<file path="config.mk">
export PLATFORM = sky130hd
export DESIGN_NAME = tlv_record_scanner_flat
export DESIGN_NICKNAME = d
export VERILOG_FILES = /design/src/trs_pkg.sv /design/src/trs_if.sv /design/src/trs_in_stage.sv /design/src/trs_parser.sv /design/src/trs_out_stage.sv /design/src/tlv_record_scanner.sv /design/src/flat_wrapper.sv
export SDC_FILE = /design/constraint.sdc
export NUM_CORES = 1
export LEC_CHECK = 0
export BUFFER_PORTS_ARGS = -buffer_cell sky130_fd_sc_hd__buf_2
export CORE_UTILIZATION = 30
export DETAILED_ROUTE_END_ITERATION = 12
export SLEW_MARGIN = 20
export SYNTH_ARGS = -nofsm -noshare
export SYNTH_HDL_FRONTEND = slang
export SYNTH_SLANG_ARGS = --single-unit
</file>
<file path="constraint.sdc">
create_clock -name clock -period 7.6 [get_ports clock]
set_input_delay 0.38 -clock clock [delete_from_list [all_inputs] [get_ports clock]]
set_output_delay 0.38 -clock clock [all_outputs]
set_load 0.02 [all_outputs]
</file>
<file path="src/trs_pkg.sv">
// Shared types and constants for the TLV record scanner.
`timescale 1ns / 1ps
package trs_pkg;

   localparam int unsigned HDR_BYTES   = 8;
   localparam int unsigned VALUE_BYTES = 4;

   localparam int unsigned EV_W   = 3;
   localparam int unsigned WORD_W = 32;
   localparam int unsigned BYTE_W = 8;
   localparam int unsigned PH_W   = 2;
   localparam int unsigned CNT_W  = $clog2(HDR_BYTES);

   localparam logic [CNT_W-1:0]  HDR_LAST  = CNT_W'(HDR_BYTES - 1);
   localparam logic [WORD_W-1:0] VALUE_LEN = WORD_W'(VALUE_BYTES);

   localparam logic CMD_BYTE = 1'b0;
   localparam logic CMD_END  = 1'b1;

   localparam logic [PH_W-1:0] PH_HEADER  = 2'd0;
   localparam logic [PH_W-1:0] PH_PAYLOAD = 2'd1;
   localparam logic [PH_W-1:0] PH_DONE    = 2'd2;

   localparam logic [EV_W-1:0] EV_HEADER    = 3'd0;
   localparam logic [EV_W-1:0] EV_FOUND     = 3'd1;
   localparam logic [EV_W-1:0] EV_NOT_FOUND = 3'd2;
   localparam logic [EV_W-1:0] EV_TRUNC_HDR = 3'd3;
   localparam logic [EV_W-1:0] EV_TRUNC_PAY = 3'd4;

   typedef struct packed {
      logic              command;
      logic [BYTE_W-1:0] data_byte;
   } req_type;

   typedef struct packed {
      logic [EV_W-1:0]   event_res;
      logic [WORD_W-1:0] record_tag;
      logic [WORD_W-1:0] record_length;
      logic [WORD_W-1:0] found_value;
   } rsp_type;

   typedef struct packed {
      logic    go;
      logic    res_vld;
      rsp_type res;
   } res_ctl_type;

endpackage

</file>
<file path="src/trs_if.sv">
// Valid/ready channel interfaces for the scanner's request and response beats.
`timescale 1ns / 1ps
interface trs_req_if;
   logic                      valid;
   logic                      ready;
   logic                      command;
   logic [trs_pkg::BYTE_W-1:0] data_byte;

   modport source (output valid, output command, output data_byte, input ready);
   modport sink   (input valid, input command, input data_byte, output ready);
endinterface

interface trs_rsp_if;
   logic                       valid;
   logic                       ready;
   logic [trs_pkg::EV_W-1:0]   event_res;
   logic [trs_pkg::WORD_W-1:0] record_tag;
   logic [trs_pkg::WORD_W-1:0] record_length;
   logic [trs_pkg::WORD_W-1:0] found_value;

   modport source (output valid, output event_res, output record_tag,
                   output record_length, output found_value, input ready);
   modport sink   (input valid, input event_res, input record_tag,
                   input record_length, input found_value, output ready);
endinterface

</file>
<file path="src/trs_in_stage.sv">
// Input register holding one accepted request beat.
`timescale 1ns / 1ps
module trs_in_stage (
   input  logic             clock,
   input  logic             reset,
   trs_req_if.sink          req_ch,
   input  logic             go,
   output logic             in_valid,
   output trs_pkg::req_type in_beat
);
   import trs_pkg::*;

   logic    in_valid_ff, in_valid_in;
   req_type in_beat_ff;
   logic    take;

   assign req_ch.ready = !in_valid_ff || go;
   assign take         = req_ch.valid && req_ch.ready;

   always_comb begin
      if (take) begin
         in_valid_in = 1'b1;
      end else if (go) begin
         in_valid_in = 1'b0;
      end else begin
         in_valid_in = in_valid_ff;
      end
   end

   always_ff @(posedge clock) begin
      if (reset) begin
         in_valid_ff <= 1'b0;
      end else begin
         in_valid_ff <= in_valid_in;
      end
   end

   always_ff @(posedge clock) begin
      if (take) begin
         in_beat_ff <= '{command: req_ch.command, data_byte: req_ch.data_byte};
      end
   end

   assign in_valid = in_valid_ff;
   assign in_beat  = in_beat_ff;

endmodule

</file>
<file path="src/trs_parser.sv">
// Record parsing state and the per-beat update of header, payload and capture.
`timescale 1ns / 1ps
module trs_parser (
   input  logic                       clock,
   input  logic                       reset,
   input  logic [trs_pkg::WORD_W-1:0] sought_tag,
   input  logic                       go,
   input  trs_pkg::req_type           in_beat,
   output trs_pkg::res_ctl_type       res_ctl
);
   import trs_pkg::*;

   logic [PH_W-1:0]     phase_ff, phase_in;
   logic [CNT_W-1:0]    hdr_count_ff, hdr_count_in;
   logic [2*WORD_W-1:0] hdr_shift_ff, hdr_shift_in;
   logic [WORD_W-1:0]   pay_left_ff, pay_left_in;
   logic                armed_ff, armed_in;
   logic [WORD_W-1:0]   value_ff, value_in;
   logic [WORD_W-1:0]   tag, len;
   logic                res_vld;
   rsp_type             res;

   always_comb begin
      phase_in     = phase_ff;
      hdr_count_in = hdr_count_ff;
      hdr_shift_in = hdr_shift_ff;
      pay_left_in  = pay_left_ff;
      armed_in     = armed_ff;
      value_in     = value_ff;
      res_vld      = 1'b0;
      res          = '0;
      tag          = hdr_shift_in[WORD_W-1:0];
      len          = hdr_shift_in[2*WORD_W-1:WORD_W];
      if (go) begin
         if (in_beat.command == CMD_END) begin
            res_vld = 1'b1;
            case (phase_ff)
               PH_HEADER: begin
                  res.event_res = (hdr_count_ff != '0) ? EV_TRUNC_HDR : EV_NOT_FOUND;
               end
               PH_PAYLOAD: begin
                  res.event_res = EV_TRUNC_PAY;
               end
               default: begin
                  res.event_res   = EV_FOUND;
                  res.found_value = value_ff;
               end
            endcase
            phase_in     = PH_HEADER;
            hdr_count_in = '0;
            hdr_shift_in = '0;
            pay_left_in  = '0;
            armed_in     = 1'b0;
            value_in     = '0;
         end else begin
            case (phase_ff)
               PH_HEADER: begin
                  hdr_shift_in = {in_beat.data_byte, hdr_shift_ff[2*WORD_W-1:BYTE_W]};
                  hdr_count_in = hdr_count_ff + 1'b1;
                  tag          = hdr_shift_in[WORD_W-1:0];
                  len          = hdr_shift_in[2*WORD_W-1:WORD_W];
                  if (hdr_count_ff == HDR_LAST) begin
                     hdr_shift_in      = '0;
                     pay_left_in       = len;
                     armed_in          = (tag == sought_tag) && (len == VALUE_LEN);
                     value_in          = '0;
                     res_vld           = 1'b1;
                     res.event_res     = EV_HEADER;
                     res.record_tag    = tag;
                     res.record_length = len;
                     if (len != '0) begin
                        phase_in = PH_PAYLOAD;
                     end
                  end
               end
               PH_PAYLOAD: begin
                  if (armed_ff) begin
                     value_in = {in_beat.data_byte, value_ff[WORD_W-1:BYTE_W]};
                  end
                  pay_left_in = pay_left_ff - 1'b1;
                  if (pay_left_in == '0) begin
                     phase_in = armed_ff ? PH_DONE : PH_HEADER;
                  end
               end
               default: begin
                  phase_in = phase_ff;
               end
            endcase
         end
      end
   end

   always_ff @(posedge clock) begin
      if (reset) begin
         phase_ff     <= PH_HEADER;
         hdr_count_ff <= '0;
         hdr_shift_ff <= '0;
         pay_left_ff  <= '0;
         armed_ff     <= 1'b0;
         value_ff     <= '0;
      end else begin
         phase_ff     <= phase_in;
         hdr_count_ff <= hdr_count_in;
         hdr_shift_ff <= hdr_shift_in;
         pay_left_ff  <= pay_left_in;
         armed_ff     <= armed_in;
         value_ff     <= value_in;
      end
   end

   assign res_ctl = '{go: go, res_vld: res_vld, res: res};

endmodule

</file>
<file path="src/trs_out_stage.sv">
// Result register driving the response channel.
`timescale 1ns / 1ps
module trs_out_stage (
   input  logic                 clock,
   input  logic                 reset,
   input  trs_pkg::res_ctl_type res_ctl,
   output logic                 busy,
   trs_rsp_if.source            rsp_ch
);
   import trs_pkg::*;

   logic    out_valid_ff, out_valid_in;
   rsp_type out_ff;
   logic    load;

   assign load = res_ctl.go && res_ctl.res_vld;

   always_comb begin
      if (load) begin
         out_valid_in = 1'b1;
      end else if (rsp_ch.ready) begin
         out_valid_in = 1'b0;
      end else begin
         out_valid_in = out_valid_ff;
      end
   end

   always_ff @(posedge clock) begin
      if (reset) begin
         out_valid_ff <= 1'b0;
      end else begin
         out_valid_ff <= out_valid_in;
      end
   end

   always_ff @(posedge clock) begin
      if (load) begin
         out_ff <= res_ctl.res;
      end
   end

   assign busy                 = out_valid_ff && !rsp_ch.ready;
   assign rsp_ch.valid         = out_valid_ff;
   assign rsp_ch.event_res     = out_ff.event_res;
   assign rsp_ch.record_tag    = out_ff.record_tag;
   assign rsp_ch.record_length = out_ff.record_length;
   assign rsp_ch.found_value   = out_ff.found_value;

endmodule

</file>
<file path="src/tlv_record_scanner.sv">
// Top level of the TLV record scanner.
//
// Request channel: one beat per blob byte (command 0, data_byte) or an end
// command (command 1). Records are a 4-byte tag and 4-byte length, both
// little-endian, then the payload. Response channel: one beat per parsed
// header (event 0 with tag and length) and one beat per end command
// (found with value, not found, truncated header or truncated payload).
// csr_we/csr_wdata load the sought tag; write it only while idle.
// A beat is registered at acceptance and parsed when it leaves the input
// register, its result landing in the result register; a stalled
// receiver can hold it in between. One beat per cycle is sustained while
// the receiver is ready, set by the combinational parse between the registers.
// Reset clears the parse state, the sought tag and both valid flags.
// While the receiver stalls with a result waiting, the input register
// holds and the request side stops after at most one more beat.
`timescale 1ns / 1ps
module tlv_record_scanner (
   input  logic                       clock,
   input  logic                       reset,
   trs_req_if.sink                    req_ch,
   trs_rsp_if.source                  rsp_ch,
   input  logic                       csr_we,
   input  logic [trs_pkg::WORD_W-1:0] csr_wdata
);
   import trs_pkg::*;

   logic [WORD_W-1:0] sought_tag_ff;
   logic              in_valid;
   req_type           in_beat;
   logic              busy;
   logic              go;
   res_ctl_type       res_ctl;

   always_ff @(posedge clock) begin
      if (reset) begin
         sought_tag_ff <= '0;
      end else if (csr_we) begin
         sought_tag_ff <= csr_wdata;
      end
   end

   assign go = in_valid && !busy;

   trs_in_stage u_in (
      .clock    (clock),
      .reset    (reset),
      .req_ch   (req_ch),
      .go       (go),
      .in_valid (in_valid),
      .in_beat  (in_beat)
   );

   trs_parser u_parser (
      .clock      (clock),
      .reset      (reset),
      .sought_tag (sought_tag_ff),
      .go         (go),
      .in_beat    (in_beat),
      .res_ctl    (res_ctl)
   );

   trs_out_stage u_out (
      .clock   (clock),
      .reset   (reset),
      .res_ctl (res_ctl),
      .busy    (busy),
      .rsp_ch  (rsp_ch)
   );

endmodule

</file>
<file path="src/flat_wrapper.sv">
// flat-port wrapper written by rule: the top's interface ports become plain ports
module tlv_record_scanner_flat import trs_pkg::*;
  (clock, reset, csr_we, csr_wdata, req_ch_valid, req_ch_command, req_ch_data_byte, req_ch_ready, rsp_ch_valid, rsp_ch_event_res, rsp_ch_record_tag, rsp_ch_record_length, rsp_ch_found_value, rsp_ch_ready);
  trs_req_if req_ch_i ();
  trs_rsp_if rsp_ch_i ();
  input  logic clock;
  input  logic reset;
  input  logic csr_we;
  input  logic [trs_pkg::WORD_W-1:0] csr_wdata;
  input wire logic [$bits(req_ch_i.valid)-1:0] req_ch_valid;
  input wire logic [$bits(req_ch_i.command)-1:0] req_ch_command;
  input wire logic [$bits(req_ch_i.data_byte)-1:0] req_ch_data_byte;
  output wire logic [$bits(req_ch_i.ready)-1:0] req_ch_ready;
  output wire logic [$bits(rsp_ch_i.valid)-1:0] rsp_ch_valid;
  output wire logic [$bits(rsp_ch_i.event_res)-1:0] rsp_ch_event_res;
  output wire logic [$bits(rsp_ch_i.record_tag)-1:0] rsp_ch_record_tag;
  output wire logic [$bits(rsp_ch_i.record_length)-1:0] rsp_ch_record_length;
  output wire logic [$bits(rsp_ch_i.found_value)-1:0] rsp_ch_found_value;
  input wire logic [$bits(rsp_ch_i.ready)-1:0] rsp_ch_ready;
  assign req_ch_i.valid = req_ch_valid;
  assign req_ch_i.command = req_ch_command;
  assign req_ch_i.data_byte = req_ch_data_byte;
  assign req_ch_ready = req_ch_i.ready;
  assign rsp_ch_valid = rsp_ch_i.valid;
  assign rsp_ch_event_res = rsp_ch_i.event_res;
  assign rsp_ch_record_tag = rsp_ch_i.record_tag;
  assign rsp_ch_record_length = rsp_ch_i.record_length;
  assign rsp_ch_found_value = rsp_ch_i.found_value;
  assign rsp_ch_i.ready = rsp_ch_ready;
  tlv_record_scanner u_core (.clock(clock), .reset(reset), .req_ch(req_ch_i), .rsp_ch(rsp_ch_i), .csr_we(csr_we), .csr_wdata(csr_wdata));
endmodule
</file>
==> impl_metrics.yaml <==
layout:
  num_antenna_cells: 0
  fillers: 3634
  area_delta_synth_final_pct: 18.39
  layout-drive-gt1-share: 0.1816
  final_nets: 1280
clock_network:
  cts_hold_buffers: 0
  postCtsSetupRepairBufs: 0
  cts_resized: 0
  cts_sinks: 268
  cts_root_buf: "clkbuf_16"
  clk_latency_ns: 0.55
  numCtsBuffers: 27
  clkSlewWorstSetupHoldPaths_ns: 0.06
  clk_path_buf_depth: 3
  ctsHtreeMaxLevel: 1
  cts_tree: "done"
place:
  place_congestion: 0.8443
  io_buffers: 146
  hpwlAfterDp_um: 20190
floorplan:
  core_area_mm2: 0.03687
  num_rows: 70
  die_area_mm2: 0.03857
  io_pins: 147
  die-height_um: 196.4
  die_x_um: 196.4
  initial_utilization: 0.3075
critical_path:
  start_kind: "flip-flop"
  required_ns: 7.76
  crit_slowest_cell: "and3_1"
  cp_num_buf_inv: 2
  cp-end-kind: "flip-flop"
  crit_chain: "and3_1 > or2_4 > o21ai_0 > inv_4 > buf_4"
  critical-path-top-delay-family: "simple AND/OR/NAND/NOR gates"
  cp_max_fo: 58
  critPathArrivalTime_ns: 4.55
  worstSetupPathType: "reg2reg"
  cp_slowest_stage_delay_ns: 0.96
power:
  p_per_area_mw_per_mm2: 236.4
  p_total_mw: 3.172
  vdd_drop_max_uv: 141.6
  p_leak_nw: 5.412
drt:
  drt_first_pass_iters: 5
  wl_met2_um: 14950
  wl_met1_um: 14030
  drt_wl_total_um: 31020
  dr.max_layer_used: "met4"
  postRouteAntennaNets: 0
  wl_met3_um: 1378
  vias_per_cell: 5.068
  avgRoutedWirePerCell_um: 17.69
  drt_iter0_drc: 627
  drc: 0
  vias: 8889
sta:
  maxSlewHeadroom: 0.2817
  max_freq_ghz: 0.2280
  max_slew.worst_pin.slew_ns: 1.077
  slew_viol_final: 0
  timing.final.crit_share: 0.5772
  period_minus_slack_ns: 4.387
  finClkSkew_ns: 0.03407
  final-hold-violation-count: 0
  setup_viol: 0
  rsz0062_at_grt: "no"
  tns_ns: 0
grt:
  grt_pass1_vias: 8415
  grt_overflow: 0
  grt_pass1_wl_um: 47900
  antenna_found_initial: 0
  grtUsageTotal: 0.1565
  grt_max_degree: 89
synth:
  syn-num-nets: 1185
  synth_seq_cells: 268
  yosysTopAreaCellShare: 0.2861
  avgSynthCellArea_um2: 9.997
  yosysWarnings: 0
  synth-async-reset-ratio: 0
  syn_inst: 1134
  ys.flop_type: "dfxtp_1"
  synth_edf_count: 108
  synth_common_cells: "dfxtp_1 (160), nor2_1 (139), edfxtp_1 (108), and3_1 (99), a21oi_1 (91)"
  synth_top_cell_by_area: "edfxtp_1"
  yosysMostFrequentCell: "dfxtp_1"
  synthTopCellsByArea: "edfxtp_1 (29%), dfxtp_1 (28%), and3_1 (5.5%)"
  netlist_area_mm2: 0.01134
  synth_cell_types: 56
  synth-seq-area-share: 0.5686
status:
  outcome: "finished clean"
job:
  drv_cap: 0
worst_hold_path:
  hold_path.class: "in2reg"
## sequential cells by signal (all words and copies together) (netlist names)
register                           flops
u_core.u_parser.phase_ff               2
u_core.u_parser.pay_left_ff           32
u_core.u_out.rsp_ch.valid              1
u_core.u_out.rsp_ch.event_res          3
u_core.u_out.rsp_ch.record_tag        32
u_core.u_out.rsp_ch.found_value       32
u_core.u_in.in_valid                   1
u_core.u_parser.hdr_shift_ff          56
u_core.u_parser.armed_ff               1
u_core.u_parser.value_ff              32
u_core.sought_tag_ff                  32
u_core.u_out.rsp_ch.record_length     32
u_core.u_in.in_beat                    9
u_core.u_parser.hdr_count_ff           3
## cell families (layout without fill, tap and decap cells)
| family | after synthesis | after routing | synth area share |
|---|---|---|---|
| adder cells (fa/ha/maj) | 5 | 5 | 0.005518 |
| AO/OA/AOI/OAI | 193 | 193 | 0.1037 |
| XOR/XNOR | 48 | 48 | 0.03708 |
| buffers and inverters | 96 | 212 | 0.03355 |
| multiplexers | 33 | 33 | 0.02925 |
| flip-flops | 268 | 268 | 0.5686 |
| AND/OR/NAND/NOR | 491 | 491 | 0.2223 |
## final timing paths
kind                                                                     from                                           endpoint  slack, ns  cells after the start
worst max-delay path                         u_core.u_in.in_beat[8]$_DFFE_PP_  u_core.u_out.rsp_ch.found_value[23]$_SDFFCE_PP0P_       3.21                      5
worst min-delay path                                      req_ch_data_byte[1]                   u_core.u_in.in_beat[1]$_DFFE_PP_       0.02                      1
worst max register to register               u_core.u_in.in_beat[8]$_DFFE_PP_  u_core.u_out.rsp_ch.found_value[23]$_SDFFCE_PP0P_       3.21                      5
worst min register to register  u_core.u_parser.hdr_shift_ff[14]$_SDFFE_PP0P_      u_core.u_parser.hdr_shift_ff[14]$_SDFFE_PP0P_       0.48                      2
## per-layer routing
metal	track usage	up-vias
met2	0.2594	224
met5	0	-
met4	0.04311	0
met1	0.2118	4349
met3	0.02344	49
li1	-	4267
## through the flow
step | util | std cells | hold WS, ns | setup WS [ns] | area, µm²
2_1_floorplan | - | 1134 | 0.4451 | 4.011 | 11340
3_3_place_gp | 0.3378 | 1703 | 0.4626 | 2.877 | 12460
3_5_place_dp | 0.3384 | 1704 | 0.4721 | 2.817 | 12480
4_1_cts | 0.3637 | 1754 | 0.008418 | 2.787 | 13410
5_1_grt | 0.3640 | 1754 | 0.005445 | 2.846 | 13420
6_report | 0.3640 | 1754 | 0.02423 | 3.213 | 13420
## placed cells by master (no fill, tap or decap), types with 28 or more instances in the layout
cell type	count
buf_2	145
nand2_1	87
nand3_1	67
a21oi_1	91
and3_1	99
edfxtp_1	108
dfxtp_1	160
mux2i_1	32
o21ai_0	28
nor2_1	136
a22oi_1	44
## power breakdown
part	switching, mW	internal, mW
Clock	0.570	0.827
Sequential	0.0311	1.53
Combinational	0.147	0.0691
Total	0.749	2.42
## cell type report
class | instances | area (µm²) | share of cell area
Clock buffer | 31 | 690.7 | 0.05146
Sequential cell | 268 | 6446 | 0.4803
Multi-Input combinational cell | 770 | 4568 | 0.3404
Inverter | 5 | 21.27 | 0.001585
Timing Repair Buffer | 157 | 823.3 | 0.06134
Tap cell | 504 | 630.6 | 0.04698
Clock inverter | 19 | 241.5 | 0.01799
Power figures use the tool's default switching activity.
